===== config.mk =====
export PLATFORM = sky130hd
export DESIGN_NAME = uart_receiver_majority_sampled_top
export DESIGN_NICKNAME = d
export VERILOG_FILES = /design/src/uartrx_pkg.sv /design/src/uartrx_sync.sv /design/src/uartrx_vote.sv /design/src/uartrx_fsm.sv /design/src/uart_receiver_majority_sampled_top.sv
export SDC_FILE = /design/constraint.sdc
export NUM_CORES = 1
export LEC_CHECK = 0
export ABC_AREA = 1
export BUFFER_PORTS_ARGS = -buffer_cell sky130_fd_sc_hd__buf_2
export CORE_UTILIZATION = 44
export CTS_CLUSTER_DIAMETER = 60
export DETAILED_ROUTE_END_ITERATION = 7
export GPL_TIMING_DRIVEN = 0
export PLACE_DENSITY = 0.66
export SLEW_MARGIN = 20
export SYNTH_ARGS = -nofsm -noshare
export SYNTH_HDL_FRONTEND = slang
export SYNTH_SLANG_ARGS = --single-unit

===== constraint.sdc =====
create_clock -name clock -period 1.87 [get_ports clock]
set_input_delay 0.4675 -clock clock [delete_from_list [all_inputs] [get_ports clock]]
set_output_delay 0.4675 -clock clock [all_outputs]
set_load 0.05 [all_outputs]

===== src/uartrx_pkg.sv =====
// ----------------------------------------------------------------------------
// uartrx_pkg
// Shared types and constants for the majority-sampled UART receiver.
// ----------------------------------------------------------------------------
package uartrx_pkg;

   localparam int SYNC_STAGES = 3;
   localparam int CNT_WIDTH   = 5;
   localparam logic [CNT_WIDTH-1:0] CNT_MAX = {CNT_WIDTH{1'b1}};
   localparam int BYTE_WIDTH  = 8;

   typedef enum logic [3:0] {
      ST_IDLE     = 4'd0,
      ST_START    = 4'd1,
      ST_BIT0     = 4'd2,
      ST_BIT1     = 4'd3,
      ST_BIT2     = 4'd4,
      ST_BIT3     = 4'd5,
      ST_BIT4     = 4'd6,
      ST_BIT5     = 4'd7,
      ST_BIT6     = 4'd8,
      ST_BIT7     = 4'd9,
      ST_STOP_ONE = 4'd10,
      ST_STOP_A   = 4'd11,
      ST_STOP_B   = 4'd12
   } frame_state_type;

   typedef struct packed {
      logic line_level;
      logic baud_tick;
      logic oversample_tick;
   } req_item_type;

   typedef struct packed {
      logic [BYTE_WIDTH-1:0] received_byte;
      logic                  frame_done;
      logic                  hold_baud_gen;
   } rsp_item_type;

   typedef struct packed {
      logic baud_tick;
      logic synced;
      logic vote;
   } frame_ctl_type;

endpackage


===== src/uartrx_sync.sv =====
// ----------------------------------------------------------------------------
// uartrx_sync
// Synchronizer chain for the serial line, advanced once per beat.
// ----------------------------------------------------------------------------
module uartrx_sync
   import uartrx_pkg::*;
(
   input  logic clock,
   input  logic reset,
   input  logic step,
   input  logic line_level,
   output logic synced
);

   logic [SYNC_STAGES-1:0] chain_ff;
   logic [SYNC_STAGES-1:0] chain_in;

   assign chain_in = {chain_ff[SYNC_STAGES-2:0], line_level};
   assign synced   = chain_ff[SYNC_STAGES-1];

   always_ff @(posedge clock) begin
      if (reset) begin
         chain_ff <= '0;
      end else if (step) begin
         chain_ff <= chain_in;
      end
   end

endmodule


===== src/uartrx_vote.sv =====
// ----------------------------------------------------------------------------
// uartrx_vote
// Majority filter: counts ones and samples on oversample ticks, cleared the
// beat after a baud tick.
// ----------------------------------------------------------------------------
module uartrx_vote
   import uartrx_pkg::*;
(
   input  logic clock,
   input  logic reset,
   input  logic step,
   input  logic baud_tick,
   input  logic oversample_tick,
   input  logic synced,
   output logic vote
);

   logic                 clear_ff;
   logic [CNT_WIDTH-1:0] ones_ff;
   logic [CNT_WIDTH-1:0] ones_in;
   logic [CNT_WIDTH-1:0] samples_ff;
   logic [CNT_WIDTH-1:0] samples_in;

   assign vote = {ones_ff, 1'b0} > {1'b0, samples_ff};

   always_comb begin
      ones_in    = ones_ff;
      samples_in = samples_ff;
      if (clear_ff) begin
         ones_in    = '0;
         samples_in = '0;
      end else if (oversample_tick) begin
         if (samples_ff != CNT_MAX) samples_in = samples_ff + 1'b1;
         if (synced && ones_ff != CNT_MAX) ones_in = ones_ff + 1'b1;
      end
   end

   always_ff @(posedge clock) begin
      if (reset) begin
         clear_ff   <= 1'b0;
         ones_ff    <= '0;
         samples_ff <= '0;
      end else if (step) begin
         clear_ff   <= baud_tick;
         ones_ff    <= ones_in;
         samples_ff <= samples_in;
      end
   end

endmodule


===== src/uartrx_fsm.sv =====
// ----------------------------------------------------------------------------
// uartrx_fsm
// Frame sequencer and receive shift register.
// ----------------------------------------------------------------------------
module uartrx_fsm
   import uartrx_pkg::*;
(
   input  logic          clock,
   input  logic          reset,
   input  logic          step,
   input  logic          two_stop_bits,
   input  frame_ctl_type ctl,
   output rsp_item_type  result
);

   frame_state_type       state_ff;
   frame_state_type       state_in;
   logic [BYTE_WIDTH-1:0] shift_ff;
   logic [BYTE_WIDTH-1:0] shift_in;
   logic                  shift_en;
   logic                  done;
   logic                  hold;

   always_comb begin
      state_in = state_ff;
      shift_en = 1'b0;
      done     = 1'b0;
      hold     = 1'b0;
      unique case (state_ff) inside
         ST_IDLE: begin
            hold = 1'b1;
            if (!ctl.synced) state_in = ST_START;
         end
         ST_START: begin
            if (!ctl.vote && ctl.baud_tick) state_in = ST_BIT0;
         end
         [ST_BIT0:ST_BIT6]: begin
            shift_en = 1'b1;
            if (ctl.baud_tick) state_in = frame_state_type'(state_ff + 4'd1);
         end
         ST_BIT7: begin
            shift_en = 1'b1;
            if (ctl.baud_tick) state_in = two_stop_bits ? ST_STOP_A : ST_STOP_ONE;
         end
         ST_STOP_A: begin
            if (ctl.baud_tick) state_in = ST_STOP_B;
         end
         ST_STOP_ONE, ST_STOP_B: begin
            done = 1'b1;
            if (ctl.baud_tick) state_in = ST_IDLE;
         end
         default: begin
            state_in = state_ff;
         end
      endcase
   end

   assign shift_in = (shift_en && ctl.baud_tick) ? {ctl.vote, shift_ff[BYTE_WIDTH-1:1]}
                                                 : shift_ff;

   assign result.received_byte = shift_ff;
   assign result.frame_done    = done;
   assign result.hold_baud_gen = hold;

   always_ff @(posedge clock) begin
      if (reset) begin
         state_ff <= ST_IDLE;
         shift_ff <= '0;
      end else if (step) begin
         state_ff <= state_in;
         shift_ff <= shift_in;
      end
   end

endmodule


===== src/uart_receiver_majority_sampled_top.sv =====
// ----------------------------------------------------------------------------
// uart_receiver_majority_sampled_top
// UART receiver with synchronizer, majority-vote sampling and 1/2 stop bits.
//
// Channel | Direction | Handshake          | Beat
// req     | in        | req_valid/req_stall | line level, baud tick, oversample tick
// rsp     | out       | rsp_valid/rsp_stall | shift register, done, hold
// csr     | in        | csr_valid/csr_ready | two_stop_bits
//
// One beat per cycle while rsp_stall is low; a result is offered once its beat
// has passed the input register and then the result register.
// req_stall rises only while a result is held by rsp_stall and the input
// register is full; csr_ready is always high.
// Reset is synchronous and returns the frame sequencer to idle.
// ----------------------------------------------------------------------------
module uart_receiver_majority_sampled_top
   import uartrx_pkg::*;
(
   input  logic         clock,
   input  logic         reset,
   input  logic         req_valid,
   output logic         req_stall,
   input  req_item_type req_payload,
   output logic         rsp_valid,
   input  logic         rsp_stall,
   output rsp_item_type rsp_payload,
   input  logic         csr_valid,
   output logic         csr_ready,
   input  logic         csr_data
);

   logic          in_vld_ff;
   req_item_type  in_data_ff;
   logic          out_vld_ff;
   rsp_item_type  out_data_ff;
   logic          two_stop_ff;
   logic          advance;
   logic          accept;
   logic          synced;
   logic          vote;
   frame_ctl_type ctl;
   rsp_item_type  result;

   assign advance   = in_vld_ff && (!out_vld_ff || !rsp_stall);
   assign req_stall = in_vld_ff && !advance;
   assign accept    = req_valid && !req_stall;
   assign csr_ready = 1'b1;

   assign rsp_valid   = out_vld_ff;
   assign rsp_payload = out_data_ff;

   assign ctl.baud_tick = in_data_ff.baud_tick;
   assign ctl.synced    = synced;
   assign ctl.vote      = vote;

   uartrx_sync u_sync (
      .clock      (clock),
      .reset      (reset),
      .step       (advance),
      .line_level (in_data_ff.line_level),
      .synced     (synced)
   );

   uartrx_vote u_vote (
      .clock           (clock),
      .reset           (reset),
      .step            (advance),
      .baud_tick       (in_data_ff.baud_tick),
      .oversample_tick (in_data_ff.oversample_tick),
      .synced          (synced),
      .vote            (vote)
   );

   uartrx_fsm u_fsm (
      .clock         (clock),
      .reset         (reset),
      .step          (advance),
      .two_stop_bits (two_stop_ff),
      .ctl           (ctl),
      .result        (result)
   );

   always_ff @(posedge clock) begin
      if (reset) begin
         in_vld_ff   <= 1'b0;
         out_vld_ff  <= 1'b0;
         two_stop_ff <= 1'b0;
      end else begin
         if (accept) in_vld_ff <= 1'b1;
         else if (advance) in_vld_ff <= 1'b0;
         if (advance) out_vld_ff <= 1'b1;
         else if (!rsp_stall) out_vld_ff <= 1'b0;
         if (csr_valid && csr_ready) two_stop_ff <= csr_data;
      end
   end

   always_ff @(posedge clock) begin
      if (accept) in_data_ff <= req_payload;
      if (advance) out_data_ff <= result;
   end

endmodule


# == After elaboration in Yosys (flattened, before gate mapping) ==
# Cells that the tools add are included.
# Widths: inputs -> output; s select.
# word_totals
wordCells,81
ff_bits,42
# op_classes
addsub,3
muxes,21
magnitude_cmp,3
eq_ne,14
reduce_logical,25
# op_table
op,n
$mux 5,6
$mux 4,6
$pmux 4 s6,1
$eq 4x4->1 const B,4
$ne 2x2->1 const B,6
$add 5x1->5 const B,2
$ne 5x5->1 const B,2
$mux 1,8
$reduce_and 8->1,1
$reduce_bool 2->1,4
$logic_and 1x1->1,7
$gt 6x5->1,1
$reduce_and 3->1,2
$reduce_bool 6->1,1
$logic_not 1->1,5
$add 4x1->4 const B,1
$eq 4x1->1 const B,1
$ge 4x2->1 const B,1
$le 4x4->1 const B,1
$logic_not 4->1,1
$reduce_or 2->1,2
$ne 2x1->1 const B,1
$reduce_and 2->1,1
$logic_or 1x1->1,1

# == Logic depth before layout (Yosys ltp) ==
# logic_depth
word_depth,8
depth_mapped,14
mapped_depth_nobuf,14

# == By module ==
# A second synthesis with hierarchy kept.
# unflattened
hier_cells,272
area_unflattened_um2,2175.8
# by_module_without_submodules
module,cells_per_inst,n_inst,area_each_um2
uartrx_fsm,110,1,805.8
uartrx_vote,111,1,720.7
uart_receiver_majority_sampled_top,32,1,529.3
uartrx_sync,19,1,120.1

# == Worst setup path before layout ==
# Ideal clock, no wire load.
# synth_timing
path_type,reg-to-reg
start,"reg out_vld_ff, in the netlist rsp_valid"
end,"reg in_data_ff, in the netlist ctl[2] (enable)"
setup_ns,0.247
arrival_time_ns,1.796
path_slack_ns,-0.173
stages_incl_launch_ff,6
path_cell_list,dfxtp_1 > nand2_1 > nor2_1 > inv_1 > nand2_1 > inv_1
# synth_between
elab_chain_cells,7
# synth_rtl
item,line_no,source
"start, declared",uart_receiver_majority_sampled_top.sv:34,logic out_vld_ff;
"start signal, assigned",uart_receiver_majority_sampled_top.sv:86,out_vld_ff <= 1'b0;
"start signal, assigned",uart_receiver_majority_sampled_top.sv:91,if (advance) out_vld_ff <= 1'b1;
"start signal, assigned",uart_receiver_majority_sampled_top.sv:92,else if (!rsp_stall) out_vld_ff <= 1'b0;
$logic_not 1->1,uart_receiver_majority_sampled_top.sv:44,assign advance = in_vld_ff && (!out_vld_ff || !rsp_stall);
$logic_or 1x1->1,uart_receiver_majority_sampled_top.sv:44,
$logic_and 1x1->1,uart_receiver_majority_sampled_top.sv:44,
$logic_not 1->1,uart_receiver_majority_sampled_top.sv:45,assign req_stall = in_vld_ff && !advance;
$logic_and 1x1->1,uart_receiver_majority_sampled_top.sv:45,
via req_stall,uart_receiver_majority_sampled_top.sv:22,"output logic req_stall,"
$logic_not 1->1,uart_receiver_majority_sampled_top.sv:46,assign accept = req_valid && !req_stall;
$logic_and 1x1->1,uart_receiver_majority_sampled_top.sv:46,
via accept,uart_receiver_majority_sampled_top.sv:38,logic accept;
"end signal, assigned",uart_receiver_majority_sampled_top.sv:98,if (accept) in_data_ff <= req_payload;
"end, declared",uart_receiver_majority_sampled_top.sv:33,req_item_type in_data_ff;
# The timed path passes the listed nets, and every way through them passes these cells.
# A chain may end at the register's enable or synchronous reset.

# == Final worst setup path ==
# layout_timing
start,reg u_vote.ones_ff[0]
end,reg u_vote.ones_ff[0]
# layout_between
elab_chain_cells,4
# layout_rtl
item,line_no,source
"start, declared",uartrx_vote.sv:19,logic [CNT_WIDTH-1:0] ones_ff;
"start signal, assigned",uartrx_vote.sv:45,ones_ff <= ones_in;
$add 5x1->5 / $ne 5x5->1 (equally long branches),uartrx_vote.sv:34,if (synced && ones_ff != CNT_MAX) ones_in = ones_ff + 1'b1;
$mux 5 / $logic_and 1x1->1 (equally long branches),uartrx_vote.sv:34,
$mux 5 / $reduce_bool 2->1 (equally long branches),-,
$mux 5 / $reduce_and 3->1 (equally long branches),-,
# Several ways; a longest one is shown, not always the timed one. The select of a mux whose other input is x is not followed.

==> results_tabular.tex <==
\begin{tabular}{lr}
\hline
Metric & Value \\
\hline
\multicolumn{2}{l}{\textbf{Status}} \\
\quad Outcome & finished, violations left \\
\quad Failing checks & design-rule violations \\
\multicolumn{2}{l}{\textbf{Synth}} \\
\quad Number of flops mapped to enable cells by yosys & 13 \\
\quad Top post-synthesis cells by count & sky130\_fd\_sc\_hd\_\_nor2\_1, sky130\_fd\_sc\_hd\_\_inv\_1, sky130\_fd\_sc\_hd\_\_dfxtp\_1, sky130\_fd\_sc\_hd\_\_nand2\_1, sky130\_fd\_sc\_hd\_\_o21ai\_0 \\
\quad Instance count of the mapped netlist & 251 \\
\quad Yosys warning count & 0 \\
\quad Register area share after synthesis & 46.8\% \\
\quad Syn nets & 272 \\
\quad Top cells by area, synth & sky130\_fd\_sc\_hd\_\_dfxtp\_1, sky130\_fd\_sc\_hd\_\_edfxtp\_1, sky130\_fd\_sc\_hd\_\_nor2\_1 \\
\quad Area share of the largest cell type after synthesis & 28.0\% \\
\quad Synthesized flop and latch total & 42 \\
\quad Cell Area, Synth & 2070 um2 \\
\quad Synth Area per Inst & 8.26 um2 \\
\quad Share of flip-flops with an asynchronous set or reset & 0\% \\
\quad Commonest register cell after synthesis & sky130\_fd\_sc\_hd\_\_dfxtp\_1 \\
\quad Library cell with the highest instance count after synthesis & sky130\_fd\_sc\_hd\_\_nor2\_1 \\
\quad Library cell with the largest summed area after synthesis & sky130\_fd\_sc\_hd\_\_dfxtp\_1 \\
\quad Number of unique standard cell types used by synthesis & 30 \\
\multicolumn{2}{l}{\textbf{GRT}} \\
\quad Total Routing Usage GR & 16.9\% \\
\quad Total overflow reported by the global router & 0 \\
\quad GR Layer Usage met2 & 30.1\% \\
\quad Routing usage on met3 & 4.99\% \\
\quad Global-route wire length before repair & 6600 um \\
\quad Largest net degree at the start of global routing & 16 \\
\quad Via count of the first global-routing pass & 1585 \\
\quad Met1 Use GR & 19.0\% \\
\quad Number of antenna violations at the first check in global routing & 0 \\
\quad Busiest layer in global routing & met2 \\
\multicolumn{2}{l}{\textbf{Placement}} \\
\quad Final weighted congestion of routability-driven global placement & 0.856 \\
\quad Worst-case setup slack after placement & -247 ps \\
\quad Inst Count DP & 322 \\
\quad Placed wire-length estimate & 2690 um \\
\quad PortBufs & 19 \\
\multicolumn{2}{l}{\textbf{Layout}} \\
\quad Fraction of final layout cells sized beyond drive strength 1 & 23.4\% \\
\quad Final Non-Filler Cells & 334 \\
\quad Area growth from synthesis to layout & 14.2\% \\
\quad Diodes inserted & 0 \\
\quad Number of nets in the layout & 302 \\
\quad Fill cell instance count of the final layout & 431 \\
\multicolumn{2}{l}{\textbf{Clocking}} \\
\quad Hold-fix buffer count after cts & 0 \\
\quad Deepest clock path buffer count & 2 \\
\quad H-Tree Level Count & 2 \\
\quad CTS clock-pin slew for the worst setup and hold paths & 90 ps \\
\quad Number of buffers added by the clock tree synthesis step & 5 \\
\quad Clk root buf & sky130\_fd\_sc\_hd\_\_clkbuf\_8 \\
\quad Skew-Pair Late Insertion Delay & 300 ps \\
\quad TritonCTS clock tree & yes \\
\quad Number of sinks driven by the clock tree & 42 \\
\multicolumn{2}{l}{\textbf{Critical path}} \\
\quad Required time worst endpoint & 2080 ps \\
\quad Element type at the critical path end & register \\
\quad Worst stage delay on the critical path & 370 ps \\
\quad Type of the setup path with the least slack & reg2reg \\
\quad Worst endpoint data arrival time & 1920 ps \\
\quad Launching element type of the critical path & register \\
\quad Gate family responsible for the most delay along the worst path & simple AND/OR/NAND/NOR gates \\
\quad Total buffers and inverters traversed by the critical path & 1 \\
\quad Crit path max-delay cell type & sky130\_fd\_sc\_hd\_\_dfxtp\_1 \\
\quad Chain of cells forming the critical path & ha\_1, nand2\_1, nor2\_1, ha\_1, nor2\_1, a21oi\_1, nor2\_2, buf\_4, o21ai\_0, o211a\_1 \\
\quad Crit-path max FO & 5 \\
\multicolumn{2}{l}{\textbf{Route}} \\
\quad Routed WL per cell & 11.1 um \\
\quad Antenna violation net count after detailed routing & 0 \\
\quad Violation count after the first detailed-route iteration & 112 \\
\quad Count of unresolved DRC violations after routing & 4 \\
\quad Aggregate routed wire length & 3710 um \\
\quad First drt pass iteration count & 6 \\
\quad Total via count after detailed routing & 1641 \\
\quad Via density & 4.91 \\
\multicolumn{2}{l}{\textbf{Die}} \\
\quad I/O Pins & 22 \\
\quad Total number of placement rows & 24 \\
\quad Die Y & 70.7 um \\
\quad Core Footprint & 4440 um2 \\
\quad Initial core utilization & 46.7\% \\
\quad Overall die area & 4990 um2 \\
\quad Horizontal die dimension & 70.7 um \\
\multicolumn{2}{l}{\textbf{STA}} \\
\quad Number of endpoints with negative hold slack in the final report & 0 \\
\quad Setup slack of the critical path after layout & 158 ps \\
\quad Number of max-slew violations in the final report & 0 \\
\quad Worst Clk Skew & 10.6 ps \\
\quad Clock period minus final worst setup slack & 1710 ps \\
\quad Highest achievable clock rate & 0.584 GHz \\
\quad Setup-violating endpoint count in the final report & 0 \\
\quad Setup repair after global routing missed its margin & yes \\
\quad Part of the cycle the worst path needs & 91.5\% \\
\multicolumn{2}{l}{\textbf{Power}} \\
\quad Cell leakage power & 1.05 nW \\
\quad Total power divided by cell area & 984 nW/um2 \\
\quad Max IR drop VDD & 578 uV \\
\multicolumn{2}{l}{\textbf{Run}} \\
\quad Maximum capacitance violations & 0 \\
\multicolumn{2}{l}{\textbf{Worst hold path}} \\
\quad Min-Delay Path Class & in2reg \\
\hline
\end{tabular}
[cell families (layout without fill, tap and decap cells)]
kind of cell | count (synthesis) | after routing | share of synthesized area [%]
AOI/OAI and AO/OA | 41 | 41 | 10.7
DFF | 42 | 42 | 46.8
buffers and inverters | 39 | 70 | 8.14
xor gates and xnor gates | 1 | 1 | 0.422
other | 1 | 1 | 0.181
and+or+nand+nor | 115 | 115 | 26.5
adders and majority gates | 12 | 12 | 7.24
[path summary, 6_finish.rpt]
| kind | start | end | slack (ps) | cells after the start |
|---|---|---|---|---|
| worst max-delay path | u_vote.ones_ff[0] | u_vote.ones_ff[0] | 160 | 10 |
| worst min-delay path | req_payload[0] | in_data_ff[0] | 340 | 1 |
| worst max register to register | u_vote.ones_ff[0] | u_vote.ones_ff[0] | 160 | 10 |
| worst min register to register | u_fsm.shift_ff[0] | rsp_payload[2] | 460 | 0 |
[sequential cells by signal, summed over array words and instances, names as in the netlist, 2 cells and up]
signal and flops:
rsp_payload 10, u_vote.samples_ff 5, u_fsm.shift_ff 8, u_fsm.state_ff 4
in_data_ff 2, u_sync.chain_ff 3, u_vote.ones_ff 5
[where the power goes]
group / internal [mW] / leakage [nW] / switching (mW) / total [mW]
Clock: 0.270 / 0.0447 / 0.348 / 0.617
Sequential: 1.01 / 0.362 / 0.0408 / 1.05
Combinational: 0.228 / 0.644 / 0.432 / 0.660
[per-layer routing]
layer	part of all wire [%]	wire [um]
met1	49	1810
met2	46	1720
met3	3.4	126
met4	1.3	50
met5	0	0
[final cells by class]
cell class	instances	area [um2]	area share [%]
timing repair buffer	23	125	5.28
inverter	34	134	5.65
clock buffer	5	68.8	2.90
multi-input combinational	170	940	39.7
sequential	42	973	41.1
clock inverter	3	25.0	1.06
tap	52	65.1	2.75
buffer	5	38.8	1.64
[layout by cell type (no fill, tap or decap), drive strengths merged]
cell	count
a21oi	15
a31oi	1
buf	27
clkbuf	6
clkinv	1
clkinvlp	2
conb	1
dfxtp	29
edfxtp	13
ha	12
inv	34
nand2	39
nand3	14
nand4	2
nor2	56
nor3	4
o211a	1
o211ai	1
o21ai	21
o21bai	2
xor2	1
[timing repair]
item                                   in CTS  in global routing
setup buffers                               0                  4
gates cloned                                0                  0
setup endpoints to repair                   1                  7
endpoints found under the hold margin       0                  0
gates resized for setup                     1                  5
pin swaps                                   0                  1
[through the flow]
stage	cell area (um2)	total power, mW	setup TNS [ps]	hold WS, ps	util, %
global route	2370	2.47	-26.1	332	53.3
CTS	2330	2.35	0	330	52.5
detailed placement	2240	1.72	-869	436	50.3
finish	2370	2.33	0	340	53.3
floorplan	2080	1.61	0	403	-
global placement	2240	1.71	-598	415	50.3
No activity file was read; power rests on OpenSTA's default activity.
